==> config.mk <==
export PLATFORM = sky130hd
export DESIGN_NAME = dns_query_responder_flat
export DESIGN_NICKNAME = d
export VERILOG_FILES = /design/src/design/dnsqr_pkg.sv /design/src/design/dnsqr_if.sv /design/src/design/dnsqr_front.sv /design/src/design/dnsqr_queue.sv /design/src/design/dnsqr_back.sv /design/src/design/dns_query_responder.sv /design/src/flat_wrapper.sv
export SDC_FILE = /design/constraint.sdc
export NUM_CORES = 1
export LEC_CHECK = 0
export BUFFER_PORTS_ARGS = -buffer_cell sky130_fd_sc_hd__buf_2
export CORE_UTILIZATION = 44
export CTS_CLUSTER_DIAMETER = 120
export CTS_CLUSTER_SIZE = 8
export DETAILED_ROUTE_END_ITERATION = 10
export GPL_TIMING_DRIVEN = 0
export PLACE_DENSITY = 0.61
export SYNTH_ARGS = -nofsm -noshare
export SYNTH_HDL_FRONTEND = slang
export SYNTH_SLANG_ARGS = --single-unit
==> constraint.sdc <==
create_clock -name clk -period 5.7 [get_ports clk]
set_input_delay 0.855 -clock clk [delete_from_list [all_inputs] [get_ports clk]]
set_output_delay 0.855 -clock clk [all_outputs]
set_load 0.01 [all_outputs]
==> src/design/dnsqr_pkg.sv <==
// dnsqr_pkg: shared types, constants and the answer-record byte table
// for the DNS query responder. No dependencies.
`default_nettype none

package dnsqr_pkg;

  // Packet limits
  localparam int MAX_PACKET_DEF  = 1024;
  localparam int HDR_BYTES       = 12;
  localparam int ANSWER_BYTES    = 16;
  localparam int QUEUE_DEPTH_DEF = 4;

  // Header byte positions that get rewritten
  localparam int HDR_FLAGS_HI   = 2;
  localparam int HDR_FLAGS_LO   = 3;
  localparam int HDR_ANCOUNT_HI = 6;
  localparam int HDR_ANCOUNT_LO = 7;

  localparam logic [7:0] QR_BIT      = 8'b1000_0000;
  localparam logic [7:0] NAME_PTR_HI = 8'b1100_0000;
  localparam logic [7:0] NAME_PTR_LO = 8'h0C;
  localparam logic [7:0] TYPE_A      = 8'h01;
  localparam logic [7:0] CLASS_IN    = 8'h01;
  localparam logic [7:0] RDLEN_A     = 8'h04;
  localparam logic [2:0] TAIL_BYTES  = 3'd4;

  // Config register reset values and indexes
  localparam logic [31:0] ADDR_RESET = 32'h0101_0101;
  localparam logic [31:0] TTL_RESET  = 32'd300;
  localparam logic        REG_ADDRESS = 1'b0;
  localparam logic        REG_TTL     = 1'b1;

  // What the back end does with one queued byte
  typedef enum logic [1:0] {
    CMD_ECHO    = 2'd0,  // plain echo
    CMD_BAD_END = 2'd1,  // echo, last byte of a malformed reply
    CMD_ANSWER  = 2'd2   // echo, then the 16-byte A record
  } cmd_kind_t;

  typedef struct packed {
    logic [7:0] data;
    cmd_kind_t  kind;
  } cmd_t;

  // Byte idx of the A record: pointer, type, class, TTL, rdlength, address
  function automatic logic [7:0] answer_byte(input logic [3:0]  idx,
                                             input logic [31:0] ttl,
                                             input logic [31:0] addr);
    logic [7:0] b;
    unique case (idx)
      4'd0:    b = NAME_PTR_HI;
      4'd1:    b = NAME_PTR_LO;
      4'd2:    b = 8'h00;
      4'd3:    b = TYPE_A;
      4'd4:    b = 8'h00;
      4'd5:    b = CLASS_IN;
      4'd6:    b = ttl[31:24];
      4'd7:    b = ttl[23:16];
      4'd8:    b = ttl[15:8];
      4'd9:    b = ttl[7:0];
      4'd10:   b = 8'h00;
      4'd11:   b = RDLEN_A;
      4'd12:   b = addr[31:24];
      4'd13:   b = addr[23:16];
      4'd14:   b = addr[15:8];
      default: b = addr[7:0];
    endcase
    return b;
  endfunction

endpackage

`default_nettype wire

==> src/design/dnsqr_if.sv <==
// dnsqr_if: valid/ready stream interfaces for query bytes in and reply
// bytes out. No dependencies.
`default_nettype none

interface dnsqr_in_if;
  logic       valid;
  logic       ready;
  logic [7:0] in_byte;
  logic       in_last;

  modport source (output valid, output in_byte, output in_last, input ready);
  modport sink   (input valid, input in_byte, input in_last, output ready);
endinterface

interface dnsqr_out_if;
  logic       valid;
  logic       ready;
  logic [7:0] out_byte;
  logic       out_last;
  logic       malformed;

  modport source (output valid, output out_byte, output out_last, output malformed,
                  input ready);
  modport sink   (input valid, input out_byte, input out_last, input malformed,
                  output ready);
endinterface

`default_nettype wire

==> src/design/dnsqr_front.sv <==
// dnsqr_front: query parser. Tracks header, labels and QTYPE/QCLASS,
// rewrites header bytes and pushes one command per kept byte. Uses dnsqr_pkg.
`default_nettype none

module dnsqr_front #(
  parameter int MAX_PACKET = dnsqr_pkg::MAX_PACKET_DEF
) (
  input  wire logic          clk,
  input  wire logic          rst,
  input  wire logic          in_valid,
  output logic               in_ready,
  input  wire logic [7:0]    in_byte,
  input  wire logic          in_last,
  output logic               push,
  output dnsqr_pkg::cmd_t    push_cmd,
  input  wire logic          push_ready
);
  import dnsqr_pkg::*;

  localparam int PW    = $clog2(MAX_PACKET);
  localparam int LIMIT = MAX_PACKET - ANSWER_BYTES;

  typedef enum logic [2:0] {
    PH_HEADER, PH_LABLEN, PH_LABEL, PH_TAIL, PH_DROP
  } phase_t;

  phase_t      phase, phase_next;
  logic [PW-1:0] pos, pos_next;
  logic [7:0]  label_left, label_left_next;
  logic [2:0]  tail_left, tail_left_next;
  logic        accept;
  logic        complete;
  logic [7:0]  ob;

  assign in_ready = push_ready;
  assign accept   = in_valid && in_ready;

  // Parse step for the byte on the input
  always_comb begin
    phase_next      = phase;
    pos_next        = pos;
    label_left_next = label_left;
    tail_left_next  = tail_left;
    complete        = 1'b0;
    ob              = in_byte;
    push            = 1'b0;
    push_cmd.data   = ob;
    push_cmd.kind   = CMD_ECHO;

    if (phase == PH_DROP) begin
      if (in_last) begin
        phase_next      = PH_HEADER;
        pos_next        = '0;
        label_left_next = '0;
        tail_left_next  = '0;
      end
    end else begin
      unique case (phase)
        PH_HEADER: begin
          if (pos == PW'(HDR_FLAGS_HI))        ob = in_byte | QR_BIT;
          else if (pos == PW'(HDR_FLAGS_LO))   ob = 8'h00;
          else if (pos == PW'(HDR_ANCOUNT_HI)) ob = 8'h00;
          else if (pos == PW'(HDR_ANCOUNT_LO)) ob = 8'h01;
          if (pos == PW'(HDR_BYTES - 1)) phase_next = PH_LABLEN;
        end
        PH_LABLEN: begin
          if (in_byte == 8'h00) begin
            tail_left_next = TAIL_BYTES;
            phase_next     = PH_TAIL;
          end else begin
            label_left_next = in_byte;
            phase_next      = PH_LABEL;
          end
        end
        PH_LABEL: begin
          if (label_left != 8'h00) label_left_next = label_left - 8'd1;
          if (label_left_next == 8'h00) phase_next = PH_LABLEN;
        end
        default: begin
          if (tail_left != 3'd0) tail_left_next = tail_left - 3'd1;
          complete = (tail_left_next == 3'd0);
        end
      endcase

      push          = accept;
      push_cmd.data = ob;
      if (pos >= PW'(LIMIT)) begin
        // reply would not fit: cut it here
        push_cmd.kind = CMD_BAD_END;
        phase_next    = PH_DROP;
      end else if (!complete) begin
        if (in_last) begin
          push_cmd.kind = CMD_BAD_END;
        end else begin
          push_cmd.kind = CMD_ECHO;
          pos_next      = pos + PW'(1);
        end
      end else begin
        push_cmd.kind = CMD_ANSWER;
        pos_next      = pos + PW'(1);
        phase_next    = PH_DROP;
      end

      if (in_last) begin
        phase_next      = PH_HEADER;
        pos_next        = '0;
        label_left_next = '0;
        tail_left_next  = '0;
      end
    end
  end

  // Parser state
  always_ff @(posedge clk) begin
    if (rst) begin
      phase      <= PH_HEADER;
      pos        <= '0;
      label_left <= '0;
      tail_left  <= '0;
    end else if (accept) begin
      phase      <= phase_next;
      pos        <= pos_next;
      label_left <= label_left_next;
      tail_left  <= tail_left_next;
    end
  end

  a_pos_bound: assert property (@(posedge clk) disable iff (rst)
    pos <= PW'(LIMIT))
    else $error("byte position past the length limit");

  a_last_restarts: assert property (@(posedge clk) disable iff (rst)
    accept && in_last |=> pos == '0 && phase == PH_HEADER)
    else $error("parser did not restart after the last byte");

  a_label_nonzero: assert property (@(posedge clk) disable iff (rst)
    phase == PH_LABEL |-> label_left != 8'h00)
    else $error("label phase with no label bytes left");

endmodule

`default_nettype wire

==> src/design/dnsqr_queue.sv <==
// dnsqr_queue: small FIFO of commands between parser and reply generator.
// Uses dnsqr_pkg.
`default_nettype none

module dnsqr_queue #(
  parameter int DEPTH = dnsqr_pkg::QUEUE_DEPTH_DEF
) (
  input  wire logic             clk,
  input  wire logic             rst,
  input  wire logic             push,
  input  wire dnsqr_pkg::cmd_t  push_cmd,
  output logic                  push_ready,
  input  wire logic             pop,
  output dnsqr_pkg::cmd_t       pop_cmd,
  output logic                  pop_valid
);
  import dnsqr_pkg::*;

  localparam int AW = (DEPTH > 1) ? $clog2(DEPTH) : 1;
  localparam int CW = $clog2(DEPTH + 1);

  cmd_t          entries [DEPTH];
  logic [AW-1:0] wr_ptr;
  logic [AW-1:0] rd_ptr;
  logic [CW-1:0] count;
  logic          do_push;
  logic          do_pop;

  assign push_ready = (count != CW'(DEPTH));
  assign pop_valid  = (count != '0);
  assign pop_cmd    = entries[rd_ptr];
  assign do_push    = push && push_ready;
  assign do_pop     = pop && pop_valid;

  // Storage
  always_ff @(posedge clk) begin
    if (do_push) entries[wr_ptr] <= push_cmd;
  end

  // Pointers and fill count
  always_ff @(posedge clk) begin
    if (rst) begin
      wr_ptr <= '0;
      rd_ptr <= '0;
      count  <= '0;
    end else begin
      if (do_push) wr_ptr <= (wr_ptr == AW'(DEPTH - 1)) ? '0 : wr_ptr + AW'(1);
      if (do_pop)  rd_ptr <= (rd_ptr == AW'(DEPTH - 1)) ? '0 : rd_ptr + AW'(1);
      if (do_push && !do_pop)      count <= count + CW'(1);
      else if (!do_push && do_pop) count <= count - CW'(1);
    end
  end

endmodule

`default_nettype wire

==> src/design/dnsqr_back.sv <==
// dnsqr_back: reply generator. Drains the command queue into the output
// register and appends the A record after the question. Uses dnsqr_pkg.
`default_nettype none

module dnsqr_back (
  input  wire logic             clk,
  input  wire logic             rst,
  input  wire dnsqr_pkg::cmd_t  pop_cmd,
  input  wire logic             pop_valid,
  output logic                  pop,
  input  wire logic [31:0]      answer_address,
  input  wire logic [31:0]      answer_ttl,
  output logic                  out_valid,
  input  wire logic             out_ready,
  output logic [7:0]            out_byte,
  output logic                  out_last,
  output logic                  malformed
);
  import dnsqr_pkg::*;

  logic       load;
  logic       ans_active;
  logic [3:0] ans_idx;

  assign load = !out_valid || out_ready;
  assign pop  = load && !ans_active && pop_valid;

  // Output register and answer sequencer
  always_ff @(posedge clk) begin
    if (rst) begin
      out_valid  <= 1'b0;
      ans_active <= 1'b0;
      ans_idx    <= '0;
    end else if (load) begin
      if (ans_active) begin
        out_valid <= 1'b1;
        out_byte  <= answer_byte(ans_idx, answer_ttl, answer_address);
        out_last  <= (ans_idx == 4'd15);
        malformed <= 1'b0;
        ans_idx   <= ans_idx + 4'd1;
        if (ans_idx == 4'd15) ans_active <= 1'b0;
      end else if (pop_valid) begin
        out_valid <= 1'b1;
        out_byte  <= pop_cmd.data;
        out_last  <= (pop_cmd.kind == CMD_BAD_END);
        malformed <= (pop_cmd.kind == CMD_BAD_END);
        if (pop_cmd.kind == CMD_ANSWER) begin
          ans_active <= 1'b1;
          ans_idx    <= '0;
        end
      end else begin
        out_valid <= 1'b0;
      end
    end
  end

  a_answer_holds_output: assert property (@(posedge clk) disable iff (rst)
    ans_active |-> out_valid)
    else $error("answer in progress with empty output register");

  a_no_pop_in_answer: assert property (@(posedge clk) disable iff (rst)
    ans_active |-> !pop)
    else $error("queue popped during answer burst");

  a_good_end_after_answer: assert property (@(posedge clk) disable iff (rst)
    load && ans_active && ans_idx == 4'd15 |=> out_valid && out_last && !malformed)
    else $error("answer burst did not end with a good last byte");

endmodule

`default_nettype wire

==> src/design/dns_query_responder.sv <==
// dns_query_responder: top level. APB config registers, parser front end,
// command queue and reply back end. Uses dnsqr_pkg, dnsqr_if and submodules.
//
//  channel  | dir | payload                      | handshake
//  ---------+-----+------------------------------+-------------------------
//  query    | in  | in_byte, in_last             | valid/ready
//  reply    | out | out_byte, out_last, malformed| valid/ready
//  apb      | in  | paddr, pwdata -> prdata      | psel/penable, pready = 1
//
// One query byte per cycle is taken while the queue has room; a byte is
// classified and queued in the same cycle. While the reply side is ready,
// the back end emits one byte per cycle through its output register; a
// complete question adds the 16-byte A record to the output. The 4-entry
// queue fills during that burst, then the input stalls until the burst
// drains. Reset (rst, synchronous) empties the queue and restarts parsing at
// a packet header.
`default_nettype none

module dns_query_responder #(
  parameter int MAX_PACKET  = dnsqr_pkg::MAX_PACKET_DEF,
  parameter int QUEUE_DEPTH = dnsqr_pkg::QUEUE_DEPTH_DEF
) (
  input  wire logic        clk,
  input  wire logic        rst,
  dnsqr_in_if.sink         query,
  dnsqr_out_if.source      reply,
  input  wire logic        psel,
  input  wire logic        penable,
  input  wire logic        pwrite,
  input  wire logic [2:0]  paddr,
  input  wire logic [31:0] pwdata,
  output logic [31:0]      prdata,
  output logic             pready
);
  import dnsqr_pkg::*;

  logic [31:0] answer_address;
  logic [31:0] answer_ttl;
  logic        push;
  logic        push_ready;
  cmd_t        push_cmd;
  logic        pop;
  logic        pop_valid;
  cmd_t        pop_cmd;

  // Configuration registers
  assign pready = 1'b1;
  assign prdata = (paddr[2] == REG_TTL) ? answer_ttl : answer_address;

  always_ff @(posedge clk) begin
    if (rst) begin
      answer_address <= ADDR_RESET;
      answer_ttl     <= TTL_RESET;
    end else if (psel && penable && pwrite && pready) begin
      if (paddr[2] == REG_ADDRESS) answer_address <= pwdata;
      else                         answer_ttl     <= pwdata;
    end
  end

  dnsqr_front #(.MAX_PACKET(MAX_PACKET)) u_front (
    .clk        (clk),
    .rst        (rst),
    .in_valid   (query.valid),
    .in_ready   (query.ready),
    .in_byte    (query.in_byte),
    .in_last    (query.in_last),
    .push       (push),
    .push_cmd   (push_cmd),
    .push_ready (push_ready)
  );

  dnsqr_queue #(.DEPTH(QUEUE_DEPTH)) u_queue (
    .clk        (clk),
    .rst        (rst),
    .push       (push),
    .push_cmd   (push_cmd),
    .push_ready (push_ready),
    .pop        (pop),
    .pop_cmd    (pop_cmd),
    .pop_valid  (pop_valid)
  );

  dnsqr_back u_back (
    .clk            (clk),
    .rst            (rst),
    .pop_cmd        (pop_cmd),
    .pop_valid      (pop_valid),
    .pop            (pop),
    .answer_address (answer_address),
    .answer_ttl     (answer_ttl),
    .out_valid      (reply.valid),
    .out_ready      (reply.ready),
    .out_byte       (reply.out_byte),
    .out_last       (reply.out_last),
    .malformed      (reply.malformed)
  );

endmodule

`default_nettype wire

==> src/flat_wrapper.sv <==
// flat-port wrapper written by rule: the top's interface ports become plain ports
module dns_query_responder_flat import dnsqr_pkg::*;
#(
  parameter int MAX_PACKET  = dnsqr_pkg::MAX_PACKET_DEF,
  parameter int QUEUE_DEPTH = dnsqr_pkg::QUEUE_DEPTH_DEF
)
  (clk, rst, psel, penable, pwrite, paddr, pwdata, prdata, pready, query_valid, query_in_byte, query_in_last, query_ready, reply_valid, reply_out_byte, reply_out_last, reply_malformed, reply_ready);
  dnsqr_in_if query_i ();
  dnsqr_out_if reply_i ();
  input  wire logic clk;
  input  wire logic rst;
  input  wire logic psel;
  input  wire logic penable;
  input  wire logic pwrite;
  input  wire logic [2:0] paddr;
  input  wire logic [31:0] pwdata;
  output logic [31:0] prdata;
  output logic pready;
  input wire logic [$bits(query_i.valid)-1:0] query_valid;
  input wire logic [$bits(query_i.in_byte)-1:0] query_in_byte;
  input wire logic [$bits(query_i.in_last)-1:0] query_in_last;
  output wire logic [$bits(query_i.ready)-1:0] query_ready;
  output wire logic [$bits(reply_i.valid)-1:0] reply_valid;
  output wire logic [$bits(reply_i.out_byte)-1:0] reply_out_byte;
  output wire logic [$bits(reply_i.out_last)-1:0] reply_out_last;
  output wire logic [$bits(reply_i.malformed)-1:0] reply_malformed;
  input wire logic [$bits(reply_i.ready)-1:0] reply_ready;
  assign query_i.valid = query_valid;
  assign query_i.in_byte = query_in_byte;
  assign query_i.in_last = query_in_last;
  assign query_ready = query_i.ready;
  assign reply_valid = reply_i.valid;
  assign reply_out_byte = reply_i.out_byte;
  assign reply_out_last = reply_i.out_last;
  assign reply_malformed = reply_i.malformed;
  assign reply_i.ready = reply_ready;
  dns_query_responder #(.MAX_PACKET(MAX_PACKET), .QUEUE_DEPTH(QUEUE_DEPTH)) u_core (.clk(clk), .rst(rst), .query(query_i), .reply(reply_i), .psel(psel), .penable(penable), .pwrite(pwrite), .paddr(paddr), .pwdata(pwdata), .prdata(prdata), .pready(pready));
endmodule
==> results.sh <==
export IMPL_ys_flop_type="dfxtp_1"
export IMPL_status="complete, no violations"
export IMPL_worstSetupPathType="in -> out"
export IMPL_yosys_area_top_type_share_pct=27.33
export IMPL_area_growth_pct=17.29
export IMPL_fin_tns_setup_ns=0
export IMPL_use_met1_pct=33.62
export IMPL_final_util_pct=53.18
export IMPL_busiest_layer="met2"
export IMPL_ant_nets=0
export IMPL_crit_slowest_cell="buf_1"
export IMPL_synth_compound_area_share_pct=14.71
export IMPL_synth_edf_count=50
export IMPL_synth_avg_cell_area_um2=9.214
export IMPL_synth_most_common_cell="nand2_1"
export IMPL_ys_seq_area_share_pct=47.22
export IMPL_clock_latency_ns=0.42
export IMPL_multi_input_area_um2=3689
export IMPL_die_y_um=133.0
export IMPL_dieArea_um2=17680
export IMPL_worstHoldStart="u_core.answer_address[1]"
export IMPL_grt_start_max_net_pins=17
export IMPL_grt_pass1_wl_mm=33.20
export IMPL_fp_coreArea_um2=16640
export IMPL_wire_per_inst_um=18.56
export IMPL_async_flop_share_pct=0
export IMPL_tritoncts="done"
export IMPL_drive_above_1_share_pct=19.77
export IMPL_layout_min_cycle_time_ns=3.378
export IMPL_num_rows=47
export IMPL_cp_cell_sequence="clkbuf_1 -> buf_1 -> mux2_2 -> buf_2"
export IMPL_clock_path_buffers=2
export IMPL_ys_seq_elements=153
export IMPL_startpoint="paddr[2]"
export IMPL_synthMuxAreaShare_pct=9.634
export IMPL_hold_ws_ns=0.4764
export IMPL_final_nets=998
export IMPL_synthAdderAreaFrac_pct=3.250
export IMPL_cts_buffers=17
export IMPL_grt_overflow=0
export IMPL_synth_nets=889
export IMPL_yosysUniqueCellTypes=72
export IMPL_portBuffers=90
export IMPL_n_fill_cell=1560
export IMPL_slew_violations=0
export IMPL_fmax_mhz=296.1
export IMPL_powerDensity_nw_per_um2=346.3
export IMPL_start_util_pct=45.34
export IMPL_postCtsSetupBuffers=0
export IMPL_wl_mm=21.57
export IMPL_syn_instance_count=819
export IMPL_min_period_over_period_pct=59.26
export IMPL_placed_area_um2=8272
export IMPL_grtUsageMet2_pct=39.21
export IMPL_setup_viol=0
export IMPL_worst_setup_path_end_kind="output pin"
export IMPL_max_cap_viol_count=0
export IMPL_clk_pin_slew_worst_paths_ns=0.06
export IMPL_hp_class="reg -> reg"
export IMPL_cts_sinks=153
export IMPL_clock_skew_ns=0.007985
export IMPL_tightestPinTransition_ns=1.057
export IMPL_die_w_um=133.0
export IMPL_crit_reg2reg_launch="u_core.u_front.phase[2]"
export IMPL_grt_pass1_vias=6078
export IMPL_ctsHoldBuffers=0
export IMPL_antenna_found_initial=1
export IMPL_cp_required_ns=4.85
export IMPL_syn_area_um2=7546
export IMPL_ys_warn_count=0
export IMPL_crit_path_max_fanout=10
export IMPL_drc=0
export IMPL_ios=96
export IMPL_viasPerCell=5.671
export IMPL_crit_buf_inv=3
export IMPL_critical_path_startpoint_type="primary input"
export IMPL_synth_simple_area_share_pct=19.96
export IMPL_netlist_top_cells_count="173 x nand2_1, 103 x dfxtp_1, 92 x a21oi_1"
export IMPL_crit_family="buffers and inverters"
export IMPL_seq_area_um2=3563
export IMPL_initialDrtViolationCount=591
export IMPL_fin_area_um2=8851
export IMPL_p_leak_nw=3.267
export IMPL_cts_root_buf="clkbuf_16"
export IMPL_synth_area_leaders="dfxtp_1 27%, edfxtp_1 20%, nand2_1 8.6%"
export IMPL_first_pass_iters=5
export IMPL_cts_resized=0
export IMPL_arrival_ns=2.52
export IMPL_htree_levels=4
export IMPL_hpwlAfterDp_mm=15.84
export IMPL_place_congestion=0.9270
export IMPL_synth_top_family_by_area="simple AND/OR/NAND/NOR gates"
export IMPL_timing_slew_headroom_pct=29.38
export IMPL_vdd_drop_max_v=0.0002641
export IMPL_finalHoldViolCount=0
export IMPL_critPathMaxStageDelay_ns=0.70
export IMPL_rsz0062_at_grt="no"
export IMPL_synth_largest_area_cell="dfxtp_1"
export IMPL_vias=6590
export IMPL_use_met3_pct=5.670
export IMPL_grtUsageTotal_pct=24.76
export IMPL_synth_xor_area_share_pct=1.277
[state kept, by name, indices dropped and copies added (netlist names), named ones only]
name and cells:
u_core.u_back.ans_active 1, u_core.u_back.out_valid 1, u_core.u_front.pos 10, u_core.u_front.phase 3, u_core.u_back.out_last 1, u_core.answer_address 32
u_core.u_back.out_byte 8, u_core.u_queue.rd_ptr 2, u_core.u_back.ans_idx 4, u_core.u_front.tail_left 3, u_core.u_queue.wr_ptr 2, u_core.u_queue.entries 40
u_core.answer_ttl 32, u_core.u_front.label_left 8, u_core.u_queue.count 3, u_core.u_back.malformed 1
[cells by family after synthesis]
family,after synthesis
buf+inv,74
xor+xnor,11
mux,56
compound gates,177
fa+ha+maj,19
other cells,1
flops,153
simple gates,328
[area by class of cell]
type / instances / share of cell area [%]
Antenna cell: 1 / 0.02827
Buffer: 49 / 2.262
Clock buffer: 17 / 4.806
Clock inverter: 15 / 1.710
Inverter: 25 / 1.060
Multi-Input combinational cell: 592 / 41.67
Sequential cell: 153 / 40.26
Tap cell: 220 / 3.110
Timing Repair Buffer: 90 / 5.089
[layout by cell type (no fill, tap or decap), types with 4 or more instances in the layout]
master,n
a21oi_1,92
a221oi_1,4
a22oi_1,10
and2_1,7
and3_1,7
buf_1,7
buf_2,93
clkbuf_1,36
clkbuf_16,17
clkinvlp_4,5
dfxtp_1,103
edfxtp_1,50
ha_1,18
inv_1,23
mux2_2,33
mux2i_1,13
mux4_2,10
nand2_1,173
nand3_1,34
nand4_1,5
nor2_1,47
nor3_1,14
o2111ai_1,4
o21a_1,4
o21ai_0,24
or3_1,7
or3b_2,4
or4_1,5
xnor2_1,7
xor2_1,4
[final timing paths]
path	end	slack [ns]	cells after the start
max	prdata[29]	2.32	4
min	u_core.answer_address[1]	0.48	2
max reg2reg	u_core.u_queue.count[2]	2.87	11
min reg2reg	u_core.answer_address[1]	0.48	2
[per-stage QoR]
step / setup slack (ns) / total power, W / std cells
after global placement: 2.368 / 0.001981 / 1129
final: 2.322 / 0.003065 / 1162
after global routing: 2.311 / 0.003211 / 1161
after CTS: 2.363 / 0.003087 / 1161
after detailed placement: 2.364 / 0.001989 / 1129
after floorplan: 3.008 / 0.001779 / 819
[where the power goes]
group / switching (W) / total, W / internal (W)
Clock: 0.000459 / 0.00110 / 0.000643
Sequential: 0.0000532 / 0.00130 / 0.00125
Combinational: 0.000389 / 0.000661 / 0.000272
[per-layer routing]
| layer | wire (um) | part of all wire (%) |
|---|---|---|
| met5 | 0 | 0 |
| met4 | 343 | 1.6 |
| met3 | 1618 | 7.5 |
| met2 | 9909 | 46 |
| met1 | 9696 | 45 |
[worst min-delay path, cell delays in order (launching register included)]
cell and delay (ns):
dfxtp_1 0.32, nand2_1 0.06, a21oi_1 0.05
(Power assumes the default switching activity.)
